## config.mk

```make
export PLATFORM = sky130hd
export DESIGN_NAME = palette_gradient_mapper_top
export DESIGN_NICKNAME = d
export VERILOG_FILES = /design/src/rtl/pgm_pkg.sv /design/src/rtl/pgm_ram.sv /design/src/rtl/palette_gradient_mapper_top.sv
export SDC_FILE = /design/constraint.sdc
export NUM_CORES = 2
export LEC_CHECK = 0
export ABC_AREA = 1
export BUFFER_PORTS_ARGS = -buffer_cell sky130_fd_sc_hd__buf_2
export CORE_UTILIZATION = 40
export CTS_CLUSTER_SIZE = 40
export DETAILED_ROUTE_END_ITERATION = 16
export SYNTH_ARGS = -nofsm -noshare
export SYNTH_HDL_FRONTEND = slang
export SYNTH_SLANG_ARGS = --single-unit
```

## constraint.sdc

```tcl
create_clock -name clk -period 8.2 [get_ports clk]
set_input_delay 0.41 -clock clk [delete_from_list [all_inputs] [get_ports clk]]
set_output_delay 0.41 -clock clk [all_outputs]
set_load 0.01 [all_outputs]
```

## src/rtl/pgm_pkg.sv

```systemverilog
`default_nettype none
// ----------------------------------------------------------------------------
// pgm_pkg
// Shared constants and types of the palette gradient mapper.
// ----------------------------------------------------------------------------
package pgm_pkg;

	localparam int PALETTE_DEPTH = 16;
	localparam int FRAC_BITS     = 16;

	localparam int IDX_W  = $clog2(PALETTE_DEPTH);
	localparam int CNT_W  = 5;
	localparam int CHAN_W = 8;
	localparam int RGB_W  = 3 * CHAN_W;
	localparam int MAG_W  = FRAC_BITS + 2;
	localparam int M_W    = FRAC_BITS + 1;
	localparam int S_W    = M_W + CNT_W;
	localparam int UP_W   = S_W - FRAC_BITS + 1;
	localparam int DIFF_W = CHAN_W + 1;
	localparam int PROD_W = DIFF_W + M_W + 1;

	localparam logic [M_W-1:0] ONE_FX  = M_W'(1) << FRAC_BITS;
	localparam logic [M_W-1:0] HALF_FX = M_W'(1) << (FRAC_BITS - 1);

	localparam logic [CNT_W-1:0] NUM_COLORS_RESET = CNT_W'(5);
	localparam logic [CNT_W-1:0] MIN_COLORS       = CNT_W'(2);
	localparam logic [CNT_W-1:0] MAX_COLORS       = CNT_W'(PALETTE_DEPTH);

	localparam logic CMD_WRITE = 1'b0;
	localparam logic CMD_MAP   = 1'b1;

	localparam logic [0:0] REG_NUM_COLORS  = 1'b0;
	localparam logic [0:0] REG_CYCLIC_MODE = 1'b1;

	typedef logic [2:0][CHAN_W-1:0] rgb_t;

endpackage
`default_nettype wire

```

## src/rtl/pgm_ram.sv

```systemverilog
`default_nettype none
// ----------------------------------------------------------------------------
// pgm_ram
// Generic RAM with one write port and one registered read port.
// ----------------------------------------------------------------------------
module pgm_ram #(
	parameter int WIDTH = 24,
	parameter int DEPTH = 16
) (
	input  wire logic                     clk,
	input  wire logic                     we,
	input  wire logic [$clog2(DEPTH)-1:0] waddr,
	input  wire logic [WIDTH-1:0]         wdata,
	input  wire logic                     re,
	input  wire logic [$clog2(DEPTH)-1:0] raddr,
	output logic      [WIDTH-1:0]         rdata
);

	logic [WIDTH-1:0] mem_q [DEPTH];

	always_ff @(posedge clk) begin
		if (we) begin
			mem_q[waddr] <= wdata;
		end
		if (re) begin
			rdata <= mem_q[raddr];
		end
	end

endmodule
`default_nettype wire

```

## src/rtl/palette_gradient_mapper_top.sv

```systemverilog
`default_nettype none
// ----------------------------------------------------------------------------
// palette_gradient_mapper_top
// Maps a signed Q2.16 magnitude to an RGB color by linear interpolation between
// entries of a 16-entry palette.
// ----------------------------------------------------------------------------
// The block takes one transfer per clock while the output is not stalled.
// A map transfer passes through clamp and fold, scale by the color count,
// palette read, channel multiply, and the output register. Palette
// write transfers (tuser 0) produce no output and take effect in order with
// the map transfers around them. The whole pipeline holds while the output is
// stalled. Palette entries must be written before a map transfer uses them.
// ----------------------------------------------------------------------------
module palette_gradient_mapper_top (
	input  wire logic        clk,
	input  wire logic        arst_n,
	// Configuration write port.
	input  wire logic        cfg_we,
	input  wire logic [0:0]  cfg_index,
	input  wire logic [4:0]  cfg_data,
	// Input stream.
	input  wire logic        s_tvalid,
	output logic             s_tready,
	// tdata: entry_index[3:0], entry_red[11:4], entry_green[19:12],
	// entry_blue[27:20], magnitude[45:28], zero padding[47:46].
	input  wire logic [47:0] s_tdata,
	// tuser: cmd.
	input  wire logic        s_tuser,
	// Output stream.
	output logic             m_tvalid,
	input  wire logic        m_tready,
	// tdata: red_out[7:0], green_out[15:8], blue_out[23:16].
	output logic [23:0]      m_tdata
);

	localparam int IDX_W  = pgm_pkg::IDX_W;
	localparam int CNT_W  = pgm_pkg::CNT_W;
	localparam int CHAN_W = pgm_pkg::CHAN_W;
	localparam int RGB_W  = pgm_pkg::RGB_W;
	localparam int MAG_W  = pgm_pkg::MAG_W;
	localparam int M_W    = pgm_pkg::M_W;
	localparam int S_W    = pgm_pkg::S_W;
	localparam int UP_W   = pgm_pkg::UP_W;
	localparam int DIFF_W = pgm_pkg::DIFF_W;
	localparam int PROD_W = pgm_pkg::PROD_W;
	localparam int FRAC_BITS = pgm_pkg::FRAC_BITS;

	// Configuration registers.
	logic [CNT_W-1:0] num_colors_q;
	logic             cyclic_mode_q;

	always_ff @(posedge clk or negedge arst_n) begin
		if (!arst_n) begin
			num_colors_q  <= pgm_pkg::NUM_COLORS_RESET;
			cyclic_mode_q <= 1'b0;
		end else if (cfg_we) begin
			case (cfg_index)
				pgm_pkg::REG_NUM_COLORS:  num_colors_q  <= cfg_data;
				pgm_pkg::REG_CYCLIC_MODE: cyclic_mode_q <= cfg_data[0];
				default: ;
			endcase
		end
	end

	// Input field split.
	logic [IDX_W-1:0]  in_index;
	pgm_pkg::rgb_t     in_rgb;
	logic [MAG_W-1:0]  in_mag;

	assign in_index  = IDX_W'(s_tdata[3:0]);
	assign in_rgb[2] = s_tdata[11:4];
	assign in_rgb[1] = s_tdata[19:12];
	assign in_rgb[0] = s_tdata[27:20];
	assign in_mag    = s_tdata[45:28];

	logic en;
	logic out_valid_q;

	assign en       = !out_valid_q || m_tready;
	assign s_tready = en;

	// Stage 1 input: clamp, fold and color count clamp.
	logic [M_W-1:0]   m_clamp;
	logic [M_W-1:0]   m_fold;
	logic [CNT_W-1:0] n_clamp;

	always_comb begin
		if (in_mag[MAG_W-1]) begin
			m_clamp = '0;
		end else if (in_mag[M_W-1:0] > pgm_pkg::ONE_FX) begin
			m_clamp = pgm_pkg::ONE_FX;
		end else begin
			m_clamp = in_mag[M_W-1:0];
		end
		if (cyclic_mode_q && (m_clamp > pgm_pkg::HALF_FX)) begin
			m_fold = pgm_pkg::ONE_FX - m_clamp;
		end else begin
			m_fold = m_clamp;
		end
		if (num_colors_q < pgm_pkg::MIN_COLORS) begin
			n_clamp = pgm_pkg::MIN_COLORS;
		end else if (num_colors_q > pgm_pkg::MAX_COLORS) begin
			n_clamp = pgm_pkg::MAX_COLORS;
		end else begin
			n_clamp = num_colors_q;
		end
	end

	logic             v_s1;
	logic             cmd_s1;
	logic [IDX_W-1:0] index_s1;
	logic [RGB_W-1:0] wdata_s1;
	logic [M_W-1:0]   m_s1;
	logic [CNT_W-1:0] n_s1;

	always_ff @(posedge clk or negedge arst_n) begin
		if (!arst_n) begin
			v_s1 <= 1'b0;
		end else if (en) begin
			v_s1 <= s_tvalid;
		end
	end

	always_ff @(posedge clk) begin
		if (en) begin
			cmd_s1   <= s_tuser;
			index_s1 <= in_index;
			wdata_s1 <= in_rgb;
			m_s1     <= m_fold;
			n_s1     <= n_clamp;
		end
	end

	// Stage 2: scaled value.
	logic             v_s2;
	logic             cmd_s2;
	logic [IDX_W-1:0] index_s2;
	logic [RGB_W-1:0] wdata_s2;
	logic [S_W-1:0]   s_s2;
	logic [CNT_W-1:0] n_s2;

	always_ff @(posedge clk or negedge arst_n) begin
		if (!arst_n) begin
			v_s2 <= 1'b0;
		end else if (en) begin
			v_s2 <= v_s1;
		end
	end

	always_ff @(posedge clk) begin
		if (en) begin
			cmd_s2   <= cmd_s1;
			index_s2 <= index_s1;
			wdata_s2 <= wdata_s1;
			s_s2     <= S_W'(m_s1) * S_W'(n_s1);
			n_s2     <= n_s1;
		end
	end

	// Segment selection and palette access.
	logic [S_W:0]     s_round;
	logic [UP_W-1:0]  upper;
	logic [IDX_W-1:0] lower_idx;
	logic [IDX_W-1:0] upper_idx;
	logic [S_W-1:0]   base;
	logic [S_W-1:0]   frac_full;
	logic             pal_we;

	always_comb begin
		s_round = (S_W + 1)'(s_s2) + (S_W + 1)'(pgm_pkg::ONE_FX - M_W'(1));
		upper   = UP_W'(s_round[S_W:FRAC_BITS]);
		if (upper == '0) begin
			upper = UP_W'(1);
		end
		lower_idx = IDX_W'(upper - UP_W'(1));
		if (upper >= UP_W'(n_s2)) begin
			upper_idx = '0;
		end else begin
			upper_idx = IDX_W'(upper);
		end
		base      = S_W'(lower_idx) << FRAC_BITS;
		frac_full = s_s2 - base;
	end

	assign pal_we = en && v_s2 && (cmd_s2 == pgm_pkg::CMD_WRITE);

	logic [RGB_W-1:0] lo_rd;
	logic [RGB_W-1:0] hi_rd;

	pgm_ram #(
		.WIDTH(RGB_W),
		.DEPTH(pgm_pkg::PALETTE_DEPTH)
	) u_ram_lo (
		.clk   (clk),
		.we    (pal_we),
		.waddr (index_s2),
		.wdata (wdata_s2),
		.re    (en),
		.raddr (lower_idx),
		.rdata (lo_rd)
	);

	pgm_ram #(
		.WIDTH(RGB_W),
		.DEPTH(pgm_pkg::PALETTE_DEPTH)
	) u_ram_hi (
		.clk   (clk),
		.we    (pal_we),
		.waddr (index_s2),
		.wdata (wdata_s2),
		.re    (en),
		.raddr (upper_idx),
		.rdata (hi_rd)
	);

	// Stage 3: palette data and fraction.
	logic           v_s3;
	logic [M_W-1:0] frac_s3;

	always_ff @(posedge clk or negedge arst_n) begin
		if (!arst_n) begin
			v_s3 <= 1'b0;
		end else if (en) begin
			v_s3 <= v_s2 && (cmd_s2 == pgm_pkg::CMD_MAP);
		end
	end

	always_ff @(posedge clk) begin
		if (en) begin
			frac_s3 <= M_W'(frac_full);
		end
	end

	pgm_pkg::rgb_t lo_rgb;
	pgm_pkg::rgb_t hi_rgb;
	logic signed [PROD_W-1:0] prod [3];

	assign lo_rgb = lo_rd;
	assign hi_rgb = hi_rd;

	always_comb begin
		logic signed [DIFF_W-1:0] diff;
		logic signed [M_W:0]      frac_sg;
		frac_sg = $signed({1'b0, frac_s3});
		for (int c = 0; c < 3; c++) begin
			diff    = $signed({1'b0, hi_rgb[c]}) - $signed({1'b0, lo_rgb[c]});
			prod[c] = PROD_W'(diff) * PROD_W'(frac_sg);
		end
	end

	// Stage 4: products.
	logic                     v_s4;
	pgm_pkg::rgb_t            lo_s4;
	logic signed [PROD_W-1:0] prod_s4 [3];

	always_ff @(posedge clk or negedge arst_n) begin
		if (!arst_n) begin
			v_s4 <= 1'b0;
		end else if (en) begin
			v_s4 <= v_s3;
		end
	end

	always_ff @(posedge clk) begin
		if (en) begin
			lo_s4 <= lo_rgb;
			for (int c = 0; c < 3; c++) begin
				prod_s4[c] <= prod[c];
			end
		end
	end

	pgm_pkg::rgb_t blend;

	always_comb begin
		logic [PROD_W-1:0] acc;
		for (int c = 0; c < 3; c++) begin
			acc      = PROD_W'(lo_s4[c]) + PROD_W'(prod_s4[c] >>> FRAC_BITS);
			blend[c] = acc[CHAN_W-1:0];
		end
	end

	// Output register.
	pgm_pkg::rgb_t rgb_q;

	always_ff @(posedge clk or negedge arst_n) begin
		if (!arst_n) begin
			out_valid_q <= 1'b0;
		end else if (en) begin
			out_valid_q <= v_s4;
		end
	end

	always_ff @(posedge clk) begin
		if (en) begin
			rgb_q <= blend;
		end
	end

	assign m_tvalid = out_valid_q;
	assign m_tdata  = {rgb_q[0], rgb_q[1], rgb_q[2]};

endmodule
`default_nettype wire
```

Word level (Yosys, flattened, before mapping) --
Memory sizes are Yosys's and may differ from the RTL's. A register that Yosys moved wholly into a read port is not among the register bits. Index checks and enable logic that the tools add are counted.
Cells by class: add/sub/neg operators 10, multipliers 4, divide/modulo/power cells 0, $lt $le $gt $ge 5, equality and inequality tests 0, shift operators 0, muxes and demuxes 10, bitwise gates (word level) 2, reduce and logical (&&, ||, !) cells 10
Operator list (number):
- $mul 9x18->27 | 3
- $mux 17 | 3
- $sub 8x8->9 | 3
- $add 8x8->8 | 3
- $add 22x16->23 const B | 1
- $mul 17x5->22 | 1
- $gt 17x16->1 const B | 1
- $gt 17x17->1 const B | 1
- $sub 17x17->17 | 1
- $sub 17x17->17 const A | 1
- $ge 7x5->1 | 1
- $logic_not 7->1 | 1
- $mux 7 | 1
- $gt 5x5->1 const B | 1
- $lt 5x2->1 const B | 1
- $mux 5 | 1
- $logic_and 1x1->1 | 4
- $mux 1 | 4
- $mux 4 | 1
- $reduce_and 2->1 | 2
- $sub 4x1->4 const B | 1
- $not 1->1 | 2
- $reduce_or 2->1 | 1
- $logic_not 1->1 | 1
- $logic_or 1x1->1 | 1
Storage, ports and cells: flip-flop bits (word level) 183, latch bits 0, RAM bits 849, memory bits (read-only) 0, bits of input ports 60, output and inout bits 26, logic and storage cells 69, memories 3
Memory list:
- u_ram_hi.mem_q | words 16, width 24, rd ports 1, clocked after Yosys merged registers in 1, write ports 1, RTL line pgm_ram.sv:19 | logic [WIDTH-1:0] mem_q [DEPTH];
- u_ram_lo.mem_q | words 16, width 24, rd ports 1, clocked after Yosys merged registers in 1, write ports 1, RTL line pgm_ram.sv:19
- prod_s4 | words 3, width 27, rd ports 3, clocked after Yosys merged registers in 0, write ports 3, RTL line palette_gradient_mapper_top.sv:254 | logic signed [PROD_W-1:0] prod_s4 [3];

Depth between registers and ports, before layout --
word-level depth 6, mapped depth 35, depth with buffers taken out 35

Modules after synthesis --
A second synthesis with hierarchy kept.
Unflattened totals: cell total of the unflattened synthesis 5995, area, all modules 59560.9 um^2
Modules (own cells, without submodules):
- palette_gradient_mapper_top | instances 1, cells each 2799, area each 25176.6 um^2, seq. area each 6163.4 um^2
- pgm_ram at u_ram_hi | instances 1, cells each 1599, area each 17192.7 um^2, seq. area each 12251.8 um^2
- pgm_ram at u_ram_lo | instances 1, cells each 1597, area each 17191.5 um^2, seq. area each 12251.8 um^2

Least setup slack after synthesis --
No wires, ideal clock.
path kind reg2reg, start point reg out_valid_q, in the netlist m_tvalid, end point mem u_ram_hi.mem_q[10][0] (enable), library setup time 0.405 ns, data arrival time 7.097 ns, data required time 7.795 ns, slack 0.698 ns, cell stages (with the launch flop) 8, buffers on the path 0, clock period less this slack 7.502 ns, cells stage by stage dfrtp_1 > inv_1 > nor2_1 > inv_1 > nand2_1 > nor2_1 > nand3_1 > nor2_1
Between the ends: word-level cells in the longest chain between the ends 6
RTL lines:
- from (decl) | RTL line palette_gradient_mapper_top.sv:77 | logic out_valid_q;
- from (signal assigned) | RTL line palette_gradient_mapper_top.sv:290 | out_valid_q <= v_s4;
- $logic_not 1->1 | RTL line palette_gradient_mapper_top.sv:79 | assign en = !out_valid_q || m_tready;
- $logic_or 1x1->1 | RTL line palette_gradient_mapper_top.sv:79
- net s_tready | RTL line palette_gradient_mapper_top.sv:23 | output logic s_tready,
- $logic_and 1x1->1 (2 in series) | RTL line palette_gradient_mapper_top.sv:185 | assign pal_we = en && v_s2 && (cmd_s2 == pgm_pkg::CMD_WRITE);
- $mux 1 | RTL line pgm_ram.sv:22 | if (we) begin
- $mux 1 (implied by the code) | RTL line pgm_ram.sv:23 | mem_q[waddr] <= wdata;
- to (decl) | RTL line pgm_ram.sv:19
The timed path passes the listed nets, and every way through them passes these cells.

==> flow_summary.json <==
{
  "yosysUniqueCellTypes": 50,
  "drtPass1Iterations": 6,
  "drc_errors": 0,
  "hold_viol": 0,
  "grt_max_degree": 141,
  "clock_latency_ns": 0.64,
  "fmax_mhz": 145,
  "path_common_cell": "nand2_1",
  "min_path_type": "in -> reg",
  "synth_top_area_share_pct": 40.4,
  "syn_nets": 5779,
  "maxSlewViolCount": 0,
  "syn_area_per_cell_um2": 9.12,
  "overflow": 0,
  "fin_nets": 5780,
  "yosysWarnings": 0,
  "die_h_um": 343,
  "post-route-min-period_ns": 6.90,
  "max_slew_margin_pct": 25.0,
  "critPathLaunchType": "flip-flop",
  "ys_ff_latch": 639,
  "synthFlopType": "edfxtp_1",
  "antenna_found_initial": 0,
  "vias_per_cell": 5.28,
  "portBuffers": 83,
  "tns_ns": 0,
  "synthCells": 5115,
  "drive_gt1_share_pct": 5.97,
  "setup_viol": 0,
  "synth_top_family_by_area": "adder cells",
  "numCtsBuffers": 74,
  "die_area_um2": 118000,
  "place_congestion": 0.855,
  "synth_top_cell_by_area": "edfxtp_1",
  "die_w_um": 343,
  "worstMarginPinSlew_ns": 1.12,
  "routed_wl_mm": 127,
  "h-tree-depth": 3,
  "setup.worst_path.end_class": "flip-flop",
  "seq_area_frac_synth_pct": 41.0,
  "postCtsResizedCells": 0,
  "arrival_ns": 7.27,
  "grt_pass1_wl_mm": 197,
  "cts_root_buf": "clkbuf_16",
  "outcome": "completed",
  "min_period_over_period_pct": 84.1,
  "synthXorXnorAreaFrac_pct": 1.84,
  "grt_pass1_vias": 35100,
  "ios": 86,
  "muxShareOfSynthArea_pct": 0.0241,
  "ys_async_sr_fraction_pct": 1.72,
  "synth_compound_area_share_pct": 3.27,
  "cap_violations": 0,
  "wl_per_cell_um": 19.0,
  "rsz0062_at_grt": "false",
  "slowest_stage": "fa_1",
  "cp.required_ns": 8.57,
  "vias": 35300,
  "clkTransAtPathRegs_ns": 0.06,
  "ys_top_cells_by_area": "edfxtp_1 (40%), fa_1 (16%), nand3_1 (10%), nand2_1 (7.9%), inv_1 (7.1%)",
  "clock_path_buffers": 3,
  "syn2layout_area_growth_pct": 9.90,
  "worstSetupPathType": "reg -> reg",
  "cts_tree": "done",
  "clock_skew_ns": 0.0240,
  "syn-cell-area_um2": 46600,
  "cp_max_fo": 14,
  "track_usage_pct": 21.7,
  "cts.sinks": 639,
  "placementRows": 124,
  "initial_core_util_pct": 40.6,
  "final_antenna_net_count": 0,
  "drtIter0Drc": 3160,
  "synth_simple_gate_area_share_pct": 22.0,
  "hpwl_mm": 79.7,
  "synthAdderAreaFrac_pct": 22.1,
  "synth-edff-count": 628,
  "critPathMaxStageDelay_ns": 0.52,
  "coreArea_um2": 115000
}
critical path, delay by kind of cell, from the launching register on:
family                   cells  cell delay (ns)
XOR/XNOR                     1             0.14
AND/OR/NAND/NOR             20             2.16
adder cells (fa/ha/maj)      7             3.08
AO/OA/AOI/OAI                2             0.43
buffers and inverters        5             0.43
flip-flops                   1             0.41
logic make-up after synthesis:
group / Yosys count
simple gates: 2360
buf+inv: 1154
flops: 639
fa+ha+maj: 604
compound gates: 260
xor+xnor: 97
mux: 1
final cells by class:
cell class,instances,area [um^2]
Sequential cell,639,19100
Timing Repair Buffer,186,1350
Fill cell,10900,63700
Antenna cell,1,2.50
Clock buffer,90,1950
Inverter,893,3360
Tap cell,1512,1890
Clock inverter,43,440
Multi-Input combinational cell,3322,23100
path summary, 6_finish.rpt:
kind                                         startpoint                     endpoint  slack (ns)  cells past startpoint
min                                         cfg_data[3]  num_colors_q[3]$_DFFE_PN0P_        0.04                      3
max reg2reg                u_ram_lo.rdata[17]$_DFFE_PN_     prod_s4[0][76]$_DFFE_PN_        1.30                     35
min reg2reg                       wdata_s1[6]$_DFFE_PN_        wdata_s2[6]$_DFFE_PN_        0.42                      0
max                        u_ram_lo.rdata[17]$_DFFE_PN_     prod_s4[0][76]$_DFFE_PN_        1.30                     35
max in group asynchronous                        arst_n  num_colors_q[2]$_DFFE_PN1P_        7.75                      2
min in group asynchronous                        arst_n    cyclic_mode_q$_DFFE_PN0P_        0.19                      2
cell usage after synthesis (3+ instances only):
master    number
a211oi_1       4
a21o_1         4
a21oi_1      111
a31oi_1        9
buf_1         22
buf_2         61
buf_4         17
buf_6         10
clkbuf_1     151
dfrtp_1        9
edfxtp_1     628
fa_1         366
ha_1         238
inv_1        886
inv_2          5
nand2_1      983
nand2_2        6
nand3_1      945
nand3_2        3
nand3b_1      18
nand4_1       11
nor2_1       368
nor3_1        11
nor4_1         3
o211ai_1      52
o21a_1         4
o21ai_0       59
o21bai_1       3
o221ai_1       3
o31ai_1        4
or2_2          3
xnor2_1       27
xor2_1        69
flip-flops by register name, indices dropped and copies added (netlist names), 4 cells and up:
register,cells
u_ram_lo.rdata,24
lo_s4,24
n_s1,5
index_s1,4
wdata_s1,24
n_s2,5
prod_s4,24
s_s2,22
index_s2,4
wdata_s2,24
u_ram_hi.rdata,24
m_s1,17
m_tdata,24
u_ram_lo.mem_q,312
num_colors_q,5
frac_s3,17
u_ram_hi.mem_q,72
cell usage in the layout, fill, tap and decap left out, drive strengths merged, types with 60 or more instances in the layout:
| cell type | synthesis | final |
|---|---|---|
| a21oi | 111 | 111 |
| ha | 238 | 238 |
| nand3 | 949 | 949 |
| inv | 891 | 892 |
| o21ai | 60 | 60 |
| nor2 | 372 | 372 |
| fa | 366 | 366 |
| edfxtp | 628 | 628 |
| xor2 | 70 | 70 |
| nand2 | 990 | 990 |
| clkbuf | 151 | 90 |
| buf | 110 | 152 |
repair_timing:
| action | in CTS | in global routing |
|---|---|---|
| hold buffers | 34 | 0 |
| setup buffers | 0 | 0 |
| endpoints found under the hold margin | 43 | 0 |
per-layer routing:
| metal | vias to the layer above | track usage [%] | wire, um |
|---|---|---|---|
| li1 | 16500 | - | - |
| met1 | 17200 | 28.6 | 52900 |
| met2 | 1330 | 36.6 | 60500 |
| met3 | 275 | 3.37 | 9680 |
| met4 | 0 | 7.31 | 3870 |
| met5 | - | 0 | 0 |
through the flow:
step / worst slack [ns] / area (um^2) / hold WS (ns) / std cells / util (%)
floorplan: 0.698 / 46600 / 0.114 / 5115 / -
global placement: 1.41 / 48500 / 0.291 / 6518 / 42.2
global route: 0.844 / 51200 / 0.0271 / 6685 / 44.6
CTS: 1.36 / 51200 / 0.0115 / 6685 / 44.6
detailed placement: 1.37 / 48500 / 0.290 / 6518 / 42.2
finish: 1.30 / 51200 / 0.0449 / 6686 / 44.6
Power is not shown: default switching activity piles up to over one toggle a cycle in this logic, so the estimate is an artifact.
